`src/dmii_ram.sv`:
```
// Generic single-write, single-read RAM with registered read data.
`default_nettype none

module dmii_ram #(
  parameter int unsigned WIDTH = 8,
  parameter int unsigned DEPTH = 16
) (
  input  wire logic                     clk,
  input  wire logic                     we,
  input  wire logic [$clog2(DEPTH)-1:0] waddr,
  input  wire logic [WIDTH-1:0]         wdata,
  input  wire logic                     re,
  input  wire logic [$clog2(DEPTH)-1:0] raddr,
  output logic      [WIDTH-1:0]         rdata
);

  logic [WIDTH-1:0] mem [DEPTH];
  logic [WIDTH-1:0] rdata_r;

  always_ff @(posedge clk) begin
    if (we) begin
      mem[waddr] <= wdata;
    end
    if (re) begin
      rdata_r <= mem[raddr];
    end
  end

  assign rdata = rdata_r;

endmodule

`default_nettype wire

```
`config.mk`:
```
export PLATFORM = sky130hd
export DESIGN_NAME = dmii_ram
export DESIGN_NICKNAME = d
export VERILOG_FILES = /design/src/dmii_ram.sv
export SDC_FILE = /design/constraint.sdc
export NUM_CORES = 1
export LEC_CHECK = 0
export ABC_AREA = 1
export BUFFER_PORTS_ARGS = -buffer_cell sky130_fd_sc_hd__buf_2
export CAP_MARGIN = 40
export CELL_PAD_IN_SITES_DETAIL_PLACEMENT = 1
export CELL_PAD_IN_SITES_GLOBAL_PLACEMENT = 2
export CORE_MARGIN = 1
export CORE_UTILIZATION = 25
export DETAILED_ROUTE_END_ITERATION = 8
export GPL_TIMING_DRIVEN = 0
export PLACE_DENSITY_LB_ADDON = 0.1
export SLEW_MARGIN = 0
export SYNTH_ARGS = -nofsm -noshare
export SYNTH_HDL_FRONTEND = slang
export SYNTH_SLANG_ARGS = --single-unit
```
`constraint.sdc`:
```
create_clock -name clk -period 1.25 [get_ports clk]
set_input_delay 0.25 -clock clk [delete_from_list [all_inputs] [get_ports clk]]
set_output_delay 0.25 -clock clk [all_outputs]
set_load 0.02 [all_outputs]
```
# [Yosys cells after proc, flatten, opt, wreduce, memory -nomap -nowiden]
# Memories as Yosys holds them, arrays and structs flattened. A register that Yosys moved wholly into a read port is not among the register bits.
# Cells that the tools add are included.
[totals] register_bits=0 mem_bits_rw=128 inputBits=19 out_inout_bits=8 elab_cells=3 mem_count=1
[classes] muxes=2
[memory_table] name="mem" words=16 width=8 read_ports=1 rd_clocked_by_memory_dff=1 wr=1 line_no="17" text="logic [WIDTH-1:0] mem [DEPTH];"
[ops] op="1-bit two-way mux" count=2

# [Depth between registers and ports, before layout]
# Gate-level depths: netlist of run 1.
[depth] word_depth=2 mapped_depth=8

# [Worst setup path before layout of run 1]
# No wires, ideal clock.
[synth_path] kind="input-to-reg" start="input waddr[3]" end="memory mem[4][0], enable pin" setup_ns=0.370 arrival_time_ns=0.831 t_required_ns=0.880 slack_ns=0.049 cell_stages=2 path_buffers=0 path_cell_list="nand3b_1 > nor2_1"
[synth_rtl] element="from (decl)" line_no="10" text="input wire logic [$clog2(DEPTH)-1:0] waddr,"
[synth_rtl] element="to (decl)" line_no="17"
# No word-level cell before the write port.

==> summary by stage, run 1 <==
Synth
The average instance in the mapped netlist occupies 10.61 µm². The flip-flop and latch count after synthesis is 136. The gate count after technology mapping is 551. By area the synthesized netlist is led by sky130_fd_sc_hd__edfxtp_1 (70%), sky130_fd_sc_hd__nand2_1 (11%), sky130_fd_sc_hd__nand3_1 (8.3%), sky130_fd_sc_hd__inv_1 (6.4%), sky130_fd_sc_hd__buf_6 (1.2%).

The fraction of the yosys area taken by sequential cells is 0.6985. The post-synth net total is 570. The count of synthesis-stage warnings from yosys is 0. The fraction of registers with async set/reset is 0. The most common cell in the synthesized netlist is sky130_fd_sc_hd__nand2_1. The mapped cell area is 5847 µm². The area share of the largest cell type after synthesis is 0.6985. The synthesized design contains 136 enable-type register cells.

Among all flip-flop cells after synthesis, the most frequent one is sky130_fd_sc_hd__edfxtp_1. In the synthesized netlist, the cells that appear most often are sky130_fd_sc_hd__nand2_1 (173), sky130_fd_sc_hd__edfxtp_1 (136), sky130_fd_sc_hd__inv_1 (100). The cell taking the most area after synthesis is sky130_fd_sc_hd__edfxtp_1. The count of different cell masters after synthesis is 11.

Floorplanning
The floorplan step defined a die boundary enclosing 24,000 µm². After floorplanning, the core was divided into 55 placement rows. The initial utilization of the core area, before any placement, comes to 0.2567. The floorplan step set the die width to 154.9 µm. The standard cell core area is 22,780 µm².

27 I/O pins were placed. The die span in y is 154.9 µm.

Cells and area
In the final layout, flip-flops and latches occupy 4084 µm². For this run, the share of the core covered by cells in the final layout is 0.3094. The count of nets after finishing is 622. The proportion of layout cells with a drive suffix above 1 is 0.1558.

Summing all multi-input logic gate instances after layout gives 1246 µm². The final non-filler cell area is 7048 µm². The layout overhead on the synthesized area is 20.54%. The number of fill cells is 2,556. The number of antenna diodes in the final layout is 0.

Detailed routing
The post-route DRC violation count is 0. The via density per instance is 4.137. In the final routed layout, each cell accounts on average for 19.72 µm. The first detailed-routing pass ran for 4 iterations. The final layout contains routed wiring with a total length of 18,320 µm. The count of nets left with antenna violations once routing finished came out at 0.

The detailed router placed 3,843 vias in this run. The first routing iteration left 245 violations.

Place
At the placement stage, the worst setup path has a slack of -0.5316 ns. Detailed placement ended at an HPWL of 12,490 µm. Once placement finished, the instance area stood at 6432 µm². Input and output buffers added on the ports amount to 23. The last weighted congestion value of the routability-driven placer is 0.7159.

Setup path
The combined buffer and inverter count along the critical path is 2. Data arrives at the worst endpoint at 1.40 ns. The type of element capturing the critical path is a flip-flop. The reg-to-reg critical path startpoint is mem[10][3]$_DFFE_PP_. In this design, the stage delay of the slowest critical-path cell is 0.51 ns.

The worst setup path startpoint is raddr[3]. The cell at the slowest stage of the critical path is sky130_fd_sc_hd__buf_1. The critical path in this run is classified as in -> reg. The maximum fanout encountered on the critical timing path is 9. The critical path depth in cells is 4.

In this run the worst setup path terminates at rdata[0]$_DFFE_PP_. The worst-case reg-to-reg path depth is 6. The critical path goes through buf_1 -> inv_1 -> nand3_1 -> nand2_1. The top cell family by delay on the critical path is buffers and inverters. The worst register-to-register path ends at rdata[3]$_DFFE_PP_. For the worst setup path, the data required time is 1.41 ns.

The internal reg-to-reg setup slack is 0.04 ns. STA classifies the critical path startpoint as an input port.

STA
Hold is met by 0.2180 ns. After routing, the total negative slack on setup checks comes to 0 ns. The number of pins with negative max-slew slack in the final report is 0.

The final worst-path setup slack is 0.01215 ns. Setup repair after global routing could not meet its margin everywhere. The final worst clock skew is 0.006219 ns.

Counting I/O delays and the setup requirement, the final critical path takes 1.238 ns. The maximum operating frequency is 0.8079 GHz. Setup violations remaining at the end of the flow were counted as 0.

In the finished design, the share of the clock period the worst path needs comes to 0.9903. For the pin with the worst max-slew slack, the measured transition is 0.7978 ns. The number of failing hold endpoints at the final stage is 0. Headroom to the max-slew limit came out at 0.4661.

Clocking
The number of buffers created by CTS is 17. The longest clock path from root to sink contains 2 buffers. The root cell of the clock tree is sky130_fd_sc_hd__clkbuf_16. The number of sinks on the clock net is 136. TritonCTS built the clock tree.

The CTS H-tree depth is 4. The clock transition time at the flip-flop clock pins of the worst setup and hold paths is 0.06 ns. The later pin in the worst-skew pair is clocked with a latency of 0.42 ns.

Job
Across the run, the number of max-cap violations was 0.

Run status
The run finished with clean final reports.

GRT
The largest net degree at the start of global routing is 17. The number of antenna violations at the first check in global routing is 0. For this run, the total global-route usage over all layers was measured as 0.1628. The number of global-route vias before repair came to 3,960. The overflow left after global routing is 0. The first global-routing pass estimated 26,920 µm of wire.

Pwr
Across the VDD grid, the largest voltage drop is 824.3 µV. The power density over the cells is 1526 nW/µm². For this design the static power due to leakage is 0.002949 µW.

Worst hold path
The worst hold path belongs to the class in -> reg.
==> registers in the layout, summed over array words and instances (netlist names) <==
name   cells
mem      128
rdata      8
==> stage by stage <==
| stage | std cells | total power [µW] |
|---|---|---|
| floorplan | 551 | 5644 |
| global placement | 887 | 6006 |
| detailed placement | 897 | 6027 |
| CTS | 929 | 10870 |
| global route | 929 | 11110 |
| finish | 929 | 10760 |
==> timing repair <==
action                     CTS  global route
pin swaps                    0             0
resized for setup            6            12
setup endpoints to repair   10            34
cloned                       0             0
hold buffers                 0             0
setup buffers                0             0
==> final cells by class <==
class	count	area share
multi-input combinational	289	0.1768
buffer	24	0.02574
clock inverter	15	0.01935
tap	313	0.05557
timing repair buffer	33	0.02752
clock buffer	17	0.06036
inverter	102	0.05521
sequential	136	0.5794
==> placed cells by master (no fill, tap or decap), drive strengths merged <==
| master | instances |
|---|---|
| nand2 | 173 |
| clkinvlp | 6 |
| nand3b | 2 |
| buf | 55 |
| edfxtp | 136 |
| nand3 | 97 |
| nor2 | 17 |
| bufinv | 2 |
| clkbuf | 19 |
| inv | 101 |
| clkinv | 8 |
==> worst register-to-register path, delay by kind of cell, from the launching register on <==
family           cells  cell delay [ns]
DFF                  1             0.36
and+or+nand+nor      6             0.59
==> worst min path at each step <==
stage                     startpoint  slack, ns                   to  cells after the start
after floorplan             wdata[0]       0.35  mem[0][0]$_DFFE_PP_                      0
after CTS                         re       0.20   rdata[3]$_DFFE_PP_                      1
final                             re       0.22   rdata[4]$_DFFE_PP_                      1
after global routing              re       0.21   rdata[4]$_DFFE_PP_                      1
after global placement            re       0.63   rdata[2]$_DFFE_PP_                      1
after detailed placement          re       0.64   rdata[1]$_DFFE_PP_                      1
==> power by group <==
| group | total, µW | switching, µW | internal, µW |
|---|---|---|---|
| logic | 759 | 551 | 208 |
| registers | 5160 | 23.7 | 5140 |
| clock network | 4840 | 1940 | 2890 |
| total | 10800 | 2520 | 8240 |
==> kinds of logic (layout without fill, tap and decap cells) <==
| logic type | Yosys count | after routing | share of synthesized area |
|---|---|---|---|
| and+or+nand+nor | 289 | 289 | 0.2076 |
| buffers and inverters | 126 | 191 | 0.09394 |
| DFF | 136 | 136 | 0.6985 |
==> per-layer routing <==
metal,track usage,share of wire,vias up
met1,0.2307,0.50,1895
met3,0.02451,0.027,9
li1,-,-,1886
met4,0.05092,0.0087,0
met2,0.2557,0.46,53
met5,0,0,-
(Power assumes the default switching activity.)
==> run 2, diff against run 1 <==
Clock period 1.25 ns to 1.4 ns, I/O delays scaled along.
==> run 2 against run 1 <==
Cell count did not move. Sequential cell count did not move. Utilization fell by 0.19 points. Sequential power down 11%. Global-route usage about the same.
==> summary by stage, run 2 (synthesized netlist as in run 1, its figures left out) <==
STA
The number of failing hold endpoints at the final stage is 0. Setup violations remaining at the end of the flow were counted as 0. The setup TNS is 0 ns. The pin slew with the least headroom to its limit is 0.8462 ns.

Static timing analysis puts the maximum clock frequency at 0.7741 GHz. The number of pins with negative max-slew slack in the final report is 0. Of the available clock period, the critical path in the final layout requires 0.9227. Setup repair after global routing left no endpoint under its margin.

The worst pin sits at a relative slew slack of 0.4338. After layout, the minimum clock period comes to 1.292 ns. The final worst clock skew is 0.007415 ns.

GRT
The first-pass GRT wire length is 26,930 µm. Entering global routing, the biggest net connects 17 pins. For this run the aggregate overflow at the end of global routing stands at 0. The number of global-route vias before repair is 3,960. The number of antenna violations at the first check in global routing was 0. The all-layer global routing usage is 0.1629.

Pwr
Dividing total power by cell area gives a power density of 1371 nW/µm². The internal power of the cells totals 7350 µW. The part of the total power dissipated in sequential elements is 0.480. IR analysis of the VDD net gives a maximum drop of 739.6 µV. The switching power summed over all nets is 2250 µW.

The share of total power consumed by net switching is 0.2344. The combinational cell fraction of total power is 0.069. The share of total power dissipated in the clock network is 0.451. The leakage component of the power is 0.002943 µW. Total power for the finished layout comes to 9600 µW.

Cells and area
From synthesis to final layout, the design area changed by 19.79%. In the final layout, the multi-input gates occupy 1216 µm². The most common cell after layout, fill and taps aside is sky130_fd_sc_hd__nand2_1. The top cell types in the final layout, fill and taps aside, are sky130_fd_sc_hd__nand2_1 (173), sky130_fd_sc_hd__edfxtp_1 (136), sky130_fd_sc_hd__inv_1 (100). The repair_antennas step left the layout with diodes totalling 0. In the final layout, the share of cells above drive strength 1 is 0.1412.

At the end of the flow the core is filled with cells to 0.3075. For this run, the post-layout net count is 622. Ranked by flip-flop count, first place goes to mem. The area of all sequential standard cells is 4084 µm². The register with the most flip-flops in the layout has 128 of them. The number of fill cells is 2,558.

Worst hold path
In this run the most critical hold path is launched from re. The worst hold path class is in -> reg.

Detailed routing
Before antenna repair, the detailed router went through 4 iterations. The detailed router finished its first iteration with 248 violations. After detailed routing, the number of remaining DRC violations is 0. The detailed router placed 3,835 vias in this run. The final layout contains routed wiring with a total length of 18,290 µm. The count of antenna-violating nets left after detailed routing is 0. In the routed layout, each cell is associated on average with a via count of 4.128. The average routed wire per standard cell is 19.68 µm.

Place
Routability-driven placement finished with a final weighted congestion of 0.7159. The port buffer count is 23. Once detailed placement completed, the half-perimeter wirelength came to 12,490 µm.

Setup path
For the worst setup path, the data required time is 1.56 ns. In this design, the critical path's most frequently occurring cell is sky130_fd_sc_hd__nand3_1. In this run the worst path has a maximum fanout of 10. The type of the setup path with the least slack is in -> reg. The most critical setup path has its startpoint at raddr[0]. The type of element capturing the critical path is a flip-flop. The startpoint identified for the worst register-to-register timing path is mem[11][1]$_DFFE_PP_. The signal on the critical path passes through buf_2 -> inv_2 -> clkbuf_4 -> nand2_1 -> nand3_1 -> nand3_1 -> nand3_1 -> nand2_1. Data arrives at the worst endpoint at 1.45 ns. The maximum cell stage delay along the critical path is 0.27 ns. The cell at the slowest stage of the critical path is sky130_fd_sc_hd__clkbuf_4.

STA classifies the critical path startpoint as an input port.

Job
The reported max-cap violation count is 0.

Clocking
The clock tree from TritonCTS is yes. The clock latency reported for the late side of the worst-skew pair is 0.42 ns. The hold buffer count at CTS is 0. The root cell of the clock tree is sky130_fd_sc_hd__clkbuf_16. After clock tree synthesis, the clock-pin slew on the worst setup and hold paths is 0.06 ns. The H-tree generated during clock tree synthesis spans 4 levels. The clock net in this run drives a total of 136 sinks. The clock passes through at most 2 buffers.

The number of buffers created by CTS is 17.

Run status
The run finished with clean final reports.

Floorplanning
The standard cell core area is 22,780 µm². The number of standard-cell rows in the floorplan is 55. Measured along the y axis, the die boundary spans 154.9 µm.

The floorplan die area is 24,000 µm². The starting utilization of the core area is 0.2567. In this run the horizontal extent of the chip is 154.9 µm. The top-level I/O count is 27.
## run 2: cell count changes in the layout (fill, tap and decap cells not counted), sizes merged
cell      before  now
buf           55   54
clkbuf        19   20
clkinvlp       6    5
inv          101  102
## run 2: critical path: cells and delay by family
kind | cells | cell delay (ns)
and+or+nand+nor | 5 | 0.58
buffers and inverters | 3 | 0.58
## run 2: through the flow
step	cell area, µm²	hold slack (ns)	cells	setup WS, ns
2_1_floorplan	5847	0.3789	551	0.1692
3_3_place_gp	6354	0.6605	887	-0.5673
3_5_place_dp	6432	0.6685	897	-0.4116
4_1_cts	6994	0.2294	929	0.02778
5_1_grt	7004	0.2351	929	0.008497
6_report	7004	0.2349	929	0.1082
## run 2: layer usage
| metal | share of wire | track usage | vias up |
|---|---|---|---|
| li1 | - | - | 1883 |
| met1 | 0.50 | 0.2309 | 1880 |
| met2 | 0.46 | 0.2557 | 60 |
| met3 | 0.035 | 0.02451 | 12 |
| met4 | 0.011 | 0.05092 | 0 |
| met5 | 0 | 0 | - |
## run 2: worst paths after layout
kind	to	slack, ns	cells past startpoint
worst max-delay path	rdata[1]$_DFFE_PP_	0.11	8
worst min register to register	rdata[2]$_DFFE_PP_	0.79	6
worst max register to register	rdata[1]$_DFFE_PP_	0.15	6
worst min-delay path	rdata[4]$_DFFE_PP_	0.23	1
## run 2: final cells by class
type	count	area share
Inverter	102	0.05466
Clock buffer	17	0.06074
Tap cell	313	0.05591
Timing Repair Buffer	33	0.02769
Clock inverter	15	0.01947
Buffer	24	0.02483
Sequential cell	136	0.5831
Multi-Input combinational cell	289	0.1736
## run 2: repair_timing
item | 4_1_cts | 5_1_grt
hold endpoints to repair | 0 | 0
resized for setup | 0 | 4
setup endpoints to repair | 0 | 7
setup buffers | 0 | 0
## run 2: power by group through the flow
stage	registers, µW	clock network [µW]	logic (µW)
finish	4610	4330	665
global route	4620	4540	746
CTS	4610	4400	688
detailed placement	4700	0	686
global placement	4690	0	671
floorplan	4720	0	322
