<file path="config.mk">
export PLATFORM = sky130hd
export DESIGN_NAME = dmii_pos
export DESIGN_NICKNAME = d
export VERILOG_FILES = /design/src/dmii_pkg.sv /design/src/dmii_pos.sv
export SDC_FILE = /design/constraint.sdc
export NUM_CORES = 1
export LEC_CHECK = 0
export ABC_CLOCK_PERIOD_IN_PS = 5000
export BUFFER_PORTS_ARGS = -buffer_cell sky130_fd_sc_hd__buf_4
export CORE_MARGIN = 10
export CORE_UTILIZATION = 30
export DETAILED_ROUTE_END_ITERATION = 12
export MAX_ROUTING_LAYER = met4
export SETUP_SLACK_MARGIN = 0.2
export SYNTH_ARGS = -nofsm -noshare
export SYNTH_HDL_FRONTEND = slang
export SYNTH_SLANG_ARGS = --single-unit
</file>
<file path="constraint.sdc">
create_clock -name clk -period 5 [get_ports clk]
set_input_delay 0 -clock clk [delete_from_list [all_inputs] [get_ports clk]]
set_output_delay 0 -clock clk [all_outputs]
set_load 0.05 [all_outputs]
</file>
<file path="src/dmii_pkg.sv">
// Shared constants and types for the depth-mask integral image unit.
`default_nettype none

package dmii_pkg;

  // Frame size limits
  localparam int unsigned MAX_WIDTH  = 1024;
  localparam int unsigned MAX_HEIGHT = 1024;

  // Field widths
  localparam int unsigned COL_W   = $clog2(MAX_WIDTH);
  localparam int unsigned LIN_W   = $clog2(MAX_HEIGHT);
  localparam int unsigned ROW_W   = COL_W + 1;
  localparam int unsigned VAL_W   = 21;
  localparam int unsigned DEPTH_W = 16;
  localparam int unsigned DELTA_W = 17;
  localparam int unsigned SIZE_W  = 11;
  localparam int unsigned CFG_W   = 17;
  localparam int unsigned CFG_IDX_W = 2;

  // Register reset values
  localparam logic signed [DELTA_W-1:0] MIN_DELTA_RST = DELTA_W'(50);
  localparam logic signed [DELTA_W-1:0] MAX_DELTA_RST = DELTA_W'(100);
  localparam logic [SIZE_W-1:0]         WIDTH_RST     = SIZE_W'(640);
  localparam logic [SIZE_W-1:0]         HEIGHT_RST    = SIZE_W'(480);

  // Difference forced for a pixel without a reading
  localparam logic signed [DELTA_W:0] NO_READING_DELTA = -(DELTA_W+1)'(1);

  typedef enum logic [CFG_IDX_W-1:0] {
    CFG_MIN_DELTA     = 2'd0,
    CFG_MAX_DELTA     = 2'd1,
    CFG_ACTIVE_WIDTH  = 2'd2,
    CFG_ACTIVE_HEIGHT = 2'd3
  } cfg_idx_t;

  // Classified pixel with its position and running row count
  typedef struct packed {
    logic             hit;
    logic [ROW_W-1:0] row_sum;
    logic [COL_W-1:0] col;
    logic [LIN_W-1:0] lin;
    logic             frame_end;
  } pix_t;

endpackage

`default_nettype wire

</file>
<file path="src/dmii_pos.sv">
// Pixel classifier, raster position counters and running row hit count.
`default_nettype none

module dmii_pos (
  input  wire logic                          clk,
  input  wire logic                          rst_n,
  input  wire logic                          acc,
  input  wire logic [dmii_pkg::DEPTH_W-1:0]  depth,
  input  wire logic [dmii_pkg::DEPTH_W-1:0]  background,
  input  wire logic                          frame_start,
  input  wire logic signed [dmii_pkg::DELTA_W-1:0] min_delta,
  input  wire logic signed [dmii_pkg::DELTA_W-1:0] max_delta,
  input  wire logic [dmii_pkg::COL_W-1:0]    width_last,
  input  wire logic [dmii_pkg::LIN_W-1:0]    height_last,
  output dmii_pkg::pix_t                     cur
);

  import dmii_pkg::*;

  logic [COL_W-1:0] col_cnt_r, col_cnt_nxt;
  logic [LIN_W-1:0] lin_cnt_r, lin_cnt_nxt;
  logic [ROW_W-1:0] row_sum_r, row_sum_nxt;

  logic signed [DELTA_W:0] delta;
  logic [COL_W-1:0]        col;
  logic [LIN_W-1:0]        lin;
  logic [ROW_W-1:0]        sum_base;
  logic                    hit;
  logic                    row_end;
  logic                    frame_end;

  // A frame start clears the position before the pixel is placed
  assign col      = frame_start ? '0 : col_cnt_r;
  assign lin      = frame_start ? '0 : lin_cnt_r;
  assign sum_base = frame_start ? '0 : row_sum_r;

  always_comb begin
    if (depth == '0 || background == '0) begin
      delta = NO_READING_DELTA;
    end else begin
      delta = $signed({2'b00, background}) - $signed({2'b00, depth});
    end
  end

  assign hit = (delta >= (DELTA_W+1)'(min_delta)) && (delta <= (DELTA_W+1)'(max_delta));

  assign row_end   = col >= width_last;
  assign frame_end = row_end && (lin >= height_last);

  always_comb begin
    cur.hit       = hit;
    cur.row_sum   = sum_base + ROW_W'(hit);
    cur.col       = col;
    cur.lin       = lin;
    cur.frame_end = frame_end;
  end

  always_comb begin
    col_cnt_nxt = col_cnt_r;
    lin_cnt_nxt = lin_cnt_r;
    row_sum_nxt = row_sum_r;
    if (acc) begin
      if (row_end) begin
        col_cnt_nxt = '0;
        row_sum_nxt = '0;
        lin_cnt_nxt = frame_end ? '0 : lin + LIN_W'(1);
      end else begin
        col_cnt_nxt = col + COL_W'(1);
        row_sum_nxt = cur.row_sum;
        lin_cnt_nxt = lin;
      end
    end
  end

  always_ff @(posedge clk) begin
    if (!rst_n) begin
      col_cnt_r <= '0;
      lin_cnt_r <= '0;
      row_sum_r <= '0;
    end else begin
      col_cnt_r <= col_cnt_nxt;
      lin_cnt_r <= lin_cnt_nxt;
      row_sum_r <= row_sum_nxt;
    end
  end

`ifndef SYNTHESIS
  a_frame_wraps: assert property (@(posedge clk) disable iff (!rst_n)
    acc && frame_end |=> col_cnt_r == '0 && lin_cnt_r == '0)
    else $error("position did not wrap after frame end");

  a_row_sum_bound: assert property (@(posedge clk) disable iff (!rst_n)
    acc |-> cur.row_sum <= ({1'b0, col} + ROW_W'(1)))
    else $error("row hit count exceeds pixels seen in row");
`endif

endmodule

`default_nettype wire
</file>
# ---- Yosys cells after proc, flatten, opt, wreduce, memory -nomap -nowiden
# Index checks and enable logic that the tools add are counted.
dict set report word_totals {
  register_bits 31
  latch_bits 0
  ram_bits 0
  romBits 0
  inputBits 90
  wordCells 24
  mem_count 0
}
dict set report classes {
  addsub 4
  n_mul 0
  div_mod_pow 0
  magnitude_cmp 4
  n_eq_ne 0
  shift 0
  mux 8
  n_bitwise 0
  n_reduce_logical 5
}
# cell count
set op_table {}
lappend op_table {{$mux 10} 5}
lappend op_table {{$logic_not 16->1} 2}
lappend op_table {{$mux 11} 2}
lappend op_table {{$add 10x1->10 const B} 2}
lappend op_table {{$ge 10x10->1} 2}
lappend op_table {{$ge 18x17->1} 1}
lappend op_table {{$le 18x17->1} 1}
lappend op_table {{$mux 18} 1}
lappend op_table {{$sub 16x16->17} 1}
lappend op_table {{$add 11x1->11} 1}
lappend op_table {{$logic_and 1x1->1} 2}
lappend op_table {{$logic_or 1x1->1} 1}

# ---- Logic depth before layout (Yosys ltp)
dict set report logic_depth {
  depth_word 7
  depth_mapped 25
  depth_no_buf 25
}

# ---- Worst setup path after synthesis
# OpenSTA, ideal clock, no wires.
dict set report synth_path {
  path_kind {in2reg}
  start {input port depth[1] in the netlist's numbering}
  end {register row_sum_r[4]}
  arrival_time_ns 4.979
  required_ns 4.923
  slack_ns -0.056
  cell_stages 23
  path_buffers 0
  path_cell_list {inv_1 ha_1 nor2b_1 o21a_1 o21ai_0 a211oi_1 nor2_1 o21ai_0 mux2_2 ha_1 a21o_1 a21o_1 a21oi_1 o32ai_1 a2111oi_0 o221ai_1 a21oi_1 ha_1 ha_1 nand2_1 o21ai_0 nand3_1 a21boi_0}
}
# element line_no
set synth_rtl {}
lappend synth_rtl {{start: declaration} dmii_pos.sv:8} ;# input wire logic [dmii_pkg::DEPTH_W-1:0] depth,
lappend synth_rtl {{end signal: assignment} dmii_pos.sv:83} ;# row_sum_r <= row_sum_nxt;
lappend synth_rtl {{end: declaration} dmii_pos.sv:22} ;# logic [ROW_W-1:0] row_sum_r, row_sum_nxt;

==> impl_results.html <==
<table>
<tr><th>Metric</th><th>Value</th></tr>
<tr><th colspan="2">Layout</th></tr>
<tr><td>Register Area</td><td>621 sq um</td></tr>
<tr><td>Diodes inserted</td><td>0</td></tr>
<tr><td>Final net count</td><td>845</td></tr>
<tr><td>Share of post-route cells with drive strength above 1</td><td>24.7%</td></tr>
<tr><td>Multi-input gate area in the final layout</td><td>3290 sq um</td></tr>
<tr><td>Final Util</td><td>41.6%</td></tr>
<tr><td>Area grow syn2layout</td><td>33.8%</td></tr>
<tr><td>Number of standard cells in the final layout excluding fillers</td><td>857</td></tr>
<tr><td>Fillers</td><td>roughly 1400</td></tr>
<tr><th colspan="2">Logic synthesis</th></tr>
<tr><td>Cell area after synthesis</td><td>around 4200 sq um</td></tr>
<tr><td>Share of synthesized area occupied by flip-flops and latches</td><td>14.9%</td></tr>
<tr><td>Gate Count Post-Synth</td><td>563</td></tr>
<tr><td>Synth warnings</td><td>0</td></tr>
<tr><td>Register bit count reported by yosys</td><td>31</td></tr>
<tr><td>Area share of the largest cell type after synthesis</td><td>between 20 and 25%</td></tr>
<tr><td>Cell accounting for the most synthesized area</td><td>sky130_fd_sc_hd__ha_1</td></tr>
<tr><td>Async set-reset flop share out of synthesis</td><td>0%</td></tr>
<tr><td>Most used flip-flop cell after synthesis</td><td>sky130_fd_sc_hd__dfxtp_1</td></tr>
<tr><td>Synthesized net count</td><td>728</td></tr>
<tr><td>Number of different library cells in the post-synthesis netlist</td><td>56</td></tr>
<tr><td>Number of synthesized flops with an enable pin</td><td>0</td></tr>
<tr><td>Most instantiated library cell after synthesis</td><td>sky130_fd_sc_hd__inv_1</td></tr>
<tr><td>Ranking of synthesized cells by area</td><td>sky130_fd_sc_hd__ha_1 22%, sky130_fd_sc_hd__dfxtp_1 15%, sky130_fd_sc_hd__inv_1 7.1%</td></tr>
<tr><td>Syn Area/Cell</td><td>7.39 sq um</td></tr>
<tr><td>List of most frequent post-synthesis cells</td><td>79 x sky130_fd_sc_hd__inv_1, 74 x sky130_fd_sc_hd__ha_1, 47 x sky130_fd_sc_hd__nand2_1, 34 x sky130_fd_sc_hd__nor2b_1, 33 x sky130_fd_sc_hd__nand3_1</td></tr>
<tr><th colspan="2">Placed design</th></tr>
<tr><td>Gp weighted congestion</td><td>0.922</td></tr>
<tr><td>Half-perimeter wire length after detailed placement</td><td>10700 um</td></tr>
<tr><td>Minimum setup slack after placement</td><td>0.102 ns</td></tr>
<tr><td>Port Buf Inserts</td><td>122</td></tr>
<tr><td>Post-Place Cells</td><td>845</td></tr>
<tr><th colspan="2">Floorplanning</th></tr>
<tr><td>Std cell rows</td><td>42</td></tr>
<tr><td>Initial core utilization</td><td>31.1%</td></tr>
<tr><td>Die W</td><td>138 um</td></tr>
<tr><td>Total Die Area</td><td>19000 sq um</td></tr>
<tr><td>CORE AREA</td><td>roughly 13000 sq um</td></tr>
<tr><td>Chip Height</td><td>138 um</td></tr>
<tr><td>I/O Pins</td><td>123</td></tr>
<tr><th colspan="2">Global routing</th></tr>
<tr><td>GR Overflow Total</td><td>0</td></tr>
<tr><td>Largest net degree at the start of global routing</td><td>39</td></tr>
<tr><td>Global-route wire length before repair</td><td>about 21000 um</td></tr>
<tr><td>Global router's overall resource usage</td><td>13.9%</td></tr>
<tr><td>Antenna violations before repair</td><td>0</td></tr>
<tr><td>Vias in the first global route</td><td>4473</td></tr>
<tr><th colspan="2">Power and ir drop</th></tr>
<tr><td>Fraction of power consumed by combinational cells</td><td>42.6%</td></tr>
<tr><td>Total Power</td><td>990 uW</td></tr>
<tr><td>Power density over cell area</td><td>178 nW/um^2</td></tr>
<tr><td>Share of total power consumed by net switching</td><td>33.8%</td></tr>
<tr><td>Clock network power share</td><td>32.1%</td></tr>
<tr><td>Relative contribution of sequential cells to total power</td><td>25.4%</td></tr>
<tr><td>Net load switching power</td><td>334 uW</td></tr>
<tr><td>Maximum VDD drop</td><td>between 100 and 150 uV</td></tr>
<tr><td>Internal power</td><td>between 600 and 700 uW</td></tr>
<tr><td>Static leakage</td><td>roughly 0.0028 uW</td></tr>
<tr><th colspan="2">Routing</th></tr>
<tr><td>Wirelength, routed</td><td>13200 um</td></tr>
<tr><td>Iter 0 DRT Violations</td><td>roughly 180</td></tr>
<tr><td>Routed length per placed instance</td><td>between 15 and 20 um</td></tr>
<tr><td>Detailed-route via count</td><td>4347</td></tr>
<tr><td>Antenna violation net count after detailed routing</td><td>0</td></tr>
<tr><td>Remaining routing DRC violations</td><td>0</td></tr>
<tr><td>Number of vias per cell after detailed routing</td><td>5.07</td></tr>
<tr><td>Pre-Repair DR Iteration Count</td><td>5</td></tr>
<tr><th colspan="2">STA</th></tr>
<tr><td>Minimum setup slack in the final design</td><td>0.507 ns</td></tr>
<tr><td>Unrepaired setup endpoints after global routing</td><td>false</td></tr>
<tr><td>Setup violations, final</td><td>0</td></tr>
<tr><td>Sum of negative setup slack</td><td>0 ns</td></tr>
<tr><td>Share of the cycle needed by the critical path after routing</td><td>between 80% and 90%</td></tr>
<tr><td>Worst clock skew</td><td>around 0.0043 ns</td></tr>
<tr><td>Max Freq</td><td>0.223 GHz</td></tr>
<tr><td>Final-report hold violation count</td><td>0</td></tr>
<tr><td>Least-Margin Pin Slew</td><td>0.935 ns</td></tr>
<tr><td>Final-report max-slew violation count</td><td>0</td></tr>
<tr><td>Tmin final</td><td>roughly 4.5 ns</td></tr>
<tr><td>Tightest slew margin relative to the limit</td><td>a little under two fifths</td></tr>
<tr><th colspan="2">Critical path</th></tr>
<tr><td>Sort of element at the start of the critical path</td><td>input pin</td></tr>
<tr><td>Arr. time, crit path</td><td>approximately 4.5 ns</td></tr>
<tr><td>Launching point of the worst reg2reg path</td><td>col_cnt_r[6]$_SDFFE_PN0P_</td></tr>
<tr><td>Crit Reg-Reg Endpoint</td><td>lin_cnt_r[9]$_SDFFE_PN0P_</td></tr>
<tr><td>Required @ worst endpoint</td><td>5.00 ns</td></tr>
<tr><td>Maximum fanout along the worst path</td><td>3</td></tr>
<tr><td>Type of element capturing the critical path</td><td>output port</td></tr>
<tr><td>Type of the worst setup path</td><td>in -&gt; out</td></tr>
<tr><td>Worst Reg2Reg Path Length in Cells</td><td>10</td></tr>
<tr><td>Slack of the worst reg-to-reg path</td><td>2.33 ns</td></tr>
<tr><th colspan="2">Outcome</th></tr>
<tr><td>Status</td><td>complete, no violations</td></tr>
<tr><th colspan="2">Hold path</th></tr>
<tr><td>Hold Path End</td><td>lin_cnt_r[7]$_SDFFE_PN0P_</td></tr>
<tr><td>Startpoint of the worst hold path</td><td>rst_n</td></tr>
<tr><td>Worst min-delay path class</td><td>in -&gt; reg</td></tr>
<tr><td>Number of cells traversed by the worst hold path</td><td>3</td></tr>
<tr><th colspan="2">Clock tree</th></tr>
<tr><td>Clock tree buffer depth</td><td>2</td></tr>
<tr><td>Clock tree from TritonCTS</td><td>built</td></tr>
<tr><td>CTS H-tree lvls</td><td>2</td></tr>
<tr><td>CTS buffer count</td><td>5</td></tr>
<tr><td>Buffer type at the clock tree root</td><td>sky130_fd_sc_hd__clkbuf_16</td></tr>
<tr><td>TritonCTS sink count</td><td>31</td></tr>
<tr><td>Worst-Skew Late Latency</td><td>0.28 ns</td></tr>
<tr><td>Clock transition at the registers of the reported paths</td><td>0.05 ns</td></tr>
<tr><th colspan="2">Flow run</th></tr>
<tr><td>Count of max-cap constraint violations</td><td>0</td></tr>
</table>
-- metrics by stage --
stage          area, sq um  hold WS [ns]
4_1_cts               5410         0.114
3_3_place_gp          5250         0.392
5_1_grt               5570         0.132
6_report              5570         0.110
3_5_place_dp          5250         0.410
2_1_floorplan         4180         0.154
-- state kept, by name, indices dropped and copies added, names as in the netlist --
| signal | count |
|---|---|
| row_sum_r | 11 |
| col_cnt_r | 10 |
| lin_cnt_r | 10 |
-- power by group through the flow --
stage	clock [uW]	sequential, uW	combinational, uW
after floorplan	0	256	266
after global placement	0	256	396
after detailed placement	0	256	401
after CTS	326	251	405
after global routing	339	251	474
final	317	251	421
-- worst max-delay path, cell delays in order --
cell                        delay, ns
sky130_fd_sc_hd__buf_4           0.08
sky130_fd_sc_hd__inv_1           0.05
sky130_fd_sc_hd__ha_4            0.16
sky130_fd_sc_hd__fa_2            0.42
sky130_fd_sc_hd__nor2b_4         0.15
sky130_fd_sc_hd__o2111ai_2       0.16
sky130_fd_sc_hd__a31oi_2         0.29
sky130_fd_sc_hd__buf_4           0.16
sky130_fd_sc_hd__a21o_1          0.10
sky130_fd_sc_hd__a21oi_1         0.07
sky130_fd_sc_hd__xor2_1          0.17
sky130_fd_sc_hd__nand2_1         0.09
sky130_fd_sc_hd__ha_2            0.22
sky130_fd_sc_hd__a21o_1          0.15
sky130_fd_sc_hd__a21o_1          0.18
sky130_fd_sc_hd__a21oi_2         0.12
sky130_fd_sc_hd__o32ai_1         0.09
sky130_fd_sc_hd__a2111oi_1       0.25
sky130_fd_sc_hd__o221ai_1        0.20
sky130_fd_sc_hd__a21oi_2         0.15
sky130_fd_sc_hd__ha_2            0.22
sky130_fd_sc_hd__buf_4           0.13
sky130_fd_sc_hd__nand3_2         0.11
sky130_fd_sc_hd__nor4b_4         0.28
sky130_fd_sc_hd__xnor2_1         0.19
sky130_fd_sc_hd__buf_4           0.26
-- placed cells by master (no fill, tap or decap), drive strengths merged, types with 10 or more instances in the layout --
cell    netlist  routed
and3         11      11
nand2b       13      13
nor4         10      10
a21o         18      18
o21ai        19      19
nand2        47      47
dfxtp        31      31
a21boi       20      20
xnor2        11      11
ha           74      74
buf           5     130
nand4        13      13
a21oi        25      25
nor2b        34      34
inv          79      79
nor2         20      20
nand3        33      33
-- repair_timing --
action,CTS,global route
hold buffers,0,0
gates cloned,0,0
setup endpoints to repair,2,17
resized for setup,3,29
buffers inserted,0,4
pin swaps,0,15
-- cell type report --
| cell class | instances | area share, % |
|---|---|---|
| Sequential cell | 31 | 11.1 |
| Inverter | 79 | 5.32 |
| Multi-Input combinational cell | 433 | 59.0 |
| Clock buffer | 8 | 2.81 |
| Tap cell | 176 | 3.95 |
| Timing Repair Buffer | 130 | 17.8 |
-- per-layer routing --
metal | part of all wire [%] | vias to the layer above | GRT usage, %
li1 | - | 2212 | -
met1 | 44 | 2015 | 16.7
met2 | 49 | 103 | 23.7
met3 | 4.9 | 17 | 2.33
met4 | 1.7 | 0 | 3.59
met5 | 0 | - | -
-- cell families (layout without fill, tap and decap cells) --
family	after synthesis	in the layout	synth area share [%]
flops	31	31	14.9
compound gates	127	127	20.7
simple gates	206	206	26.8
fa+ha+maj	75	75	22.7
xor+xnor	19	19	4.00
mux	6	6	1.50
buf+inv	99	217	9.35
-- worst max-delay path by stage --
stage	endpoint	depth (start not counted)	startpoint
6_report	cur[30]	26	background[0]
5_1_grt	cur[30]	26	background[0]
4_1_cts	cur[31]	26	depth[0]
3_5_place_dp	row_sum_r[10]$_SDFFE_PN0P_	26	depth[0]
3_3_place_gp	row_sum_r[10]$_SDFFE_PN0P_	26	depth[1]
2_1_floorplan	row_sum_r[6]$_SDFFE_PN0P_	24	depth[1]
Note: power is estimated with default switching activity, not from simulation.
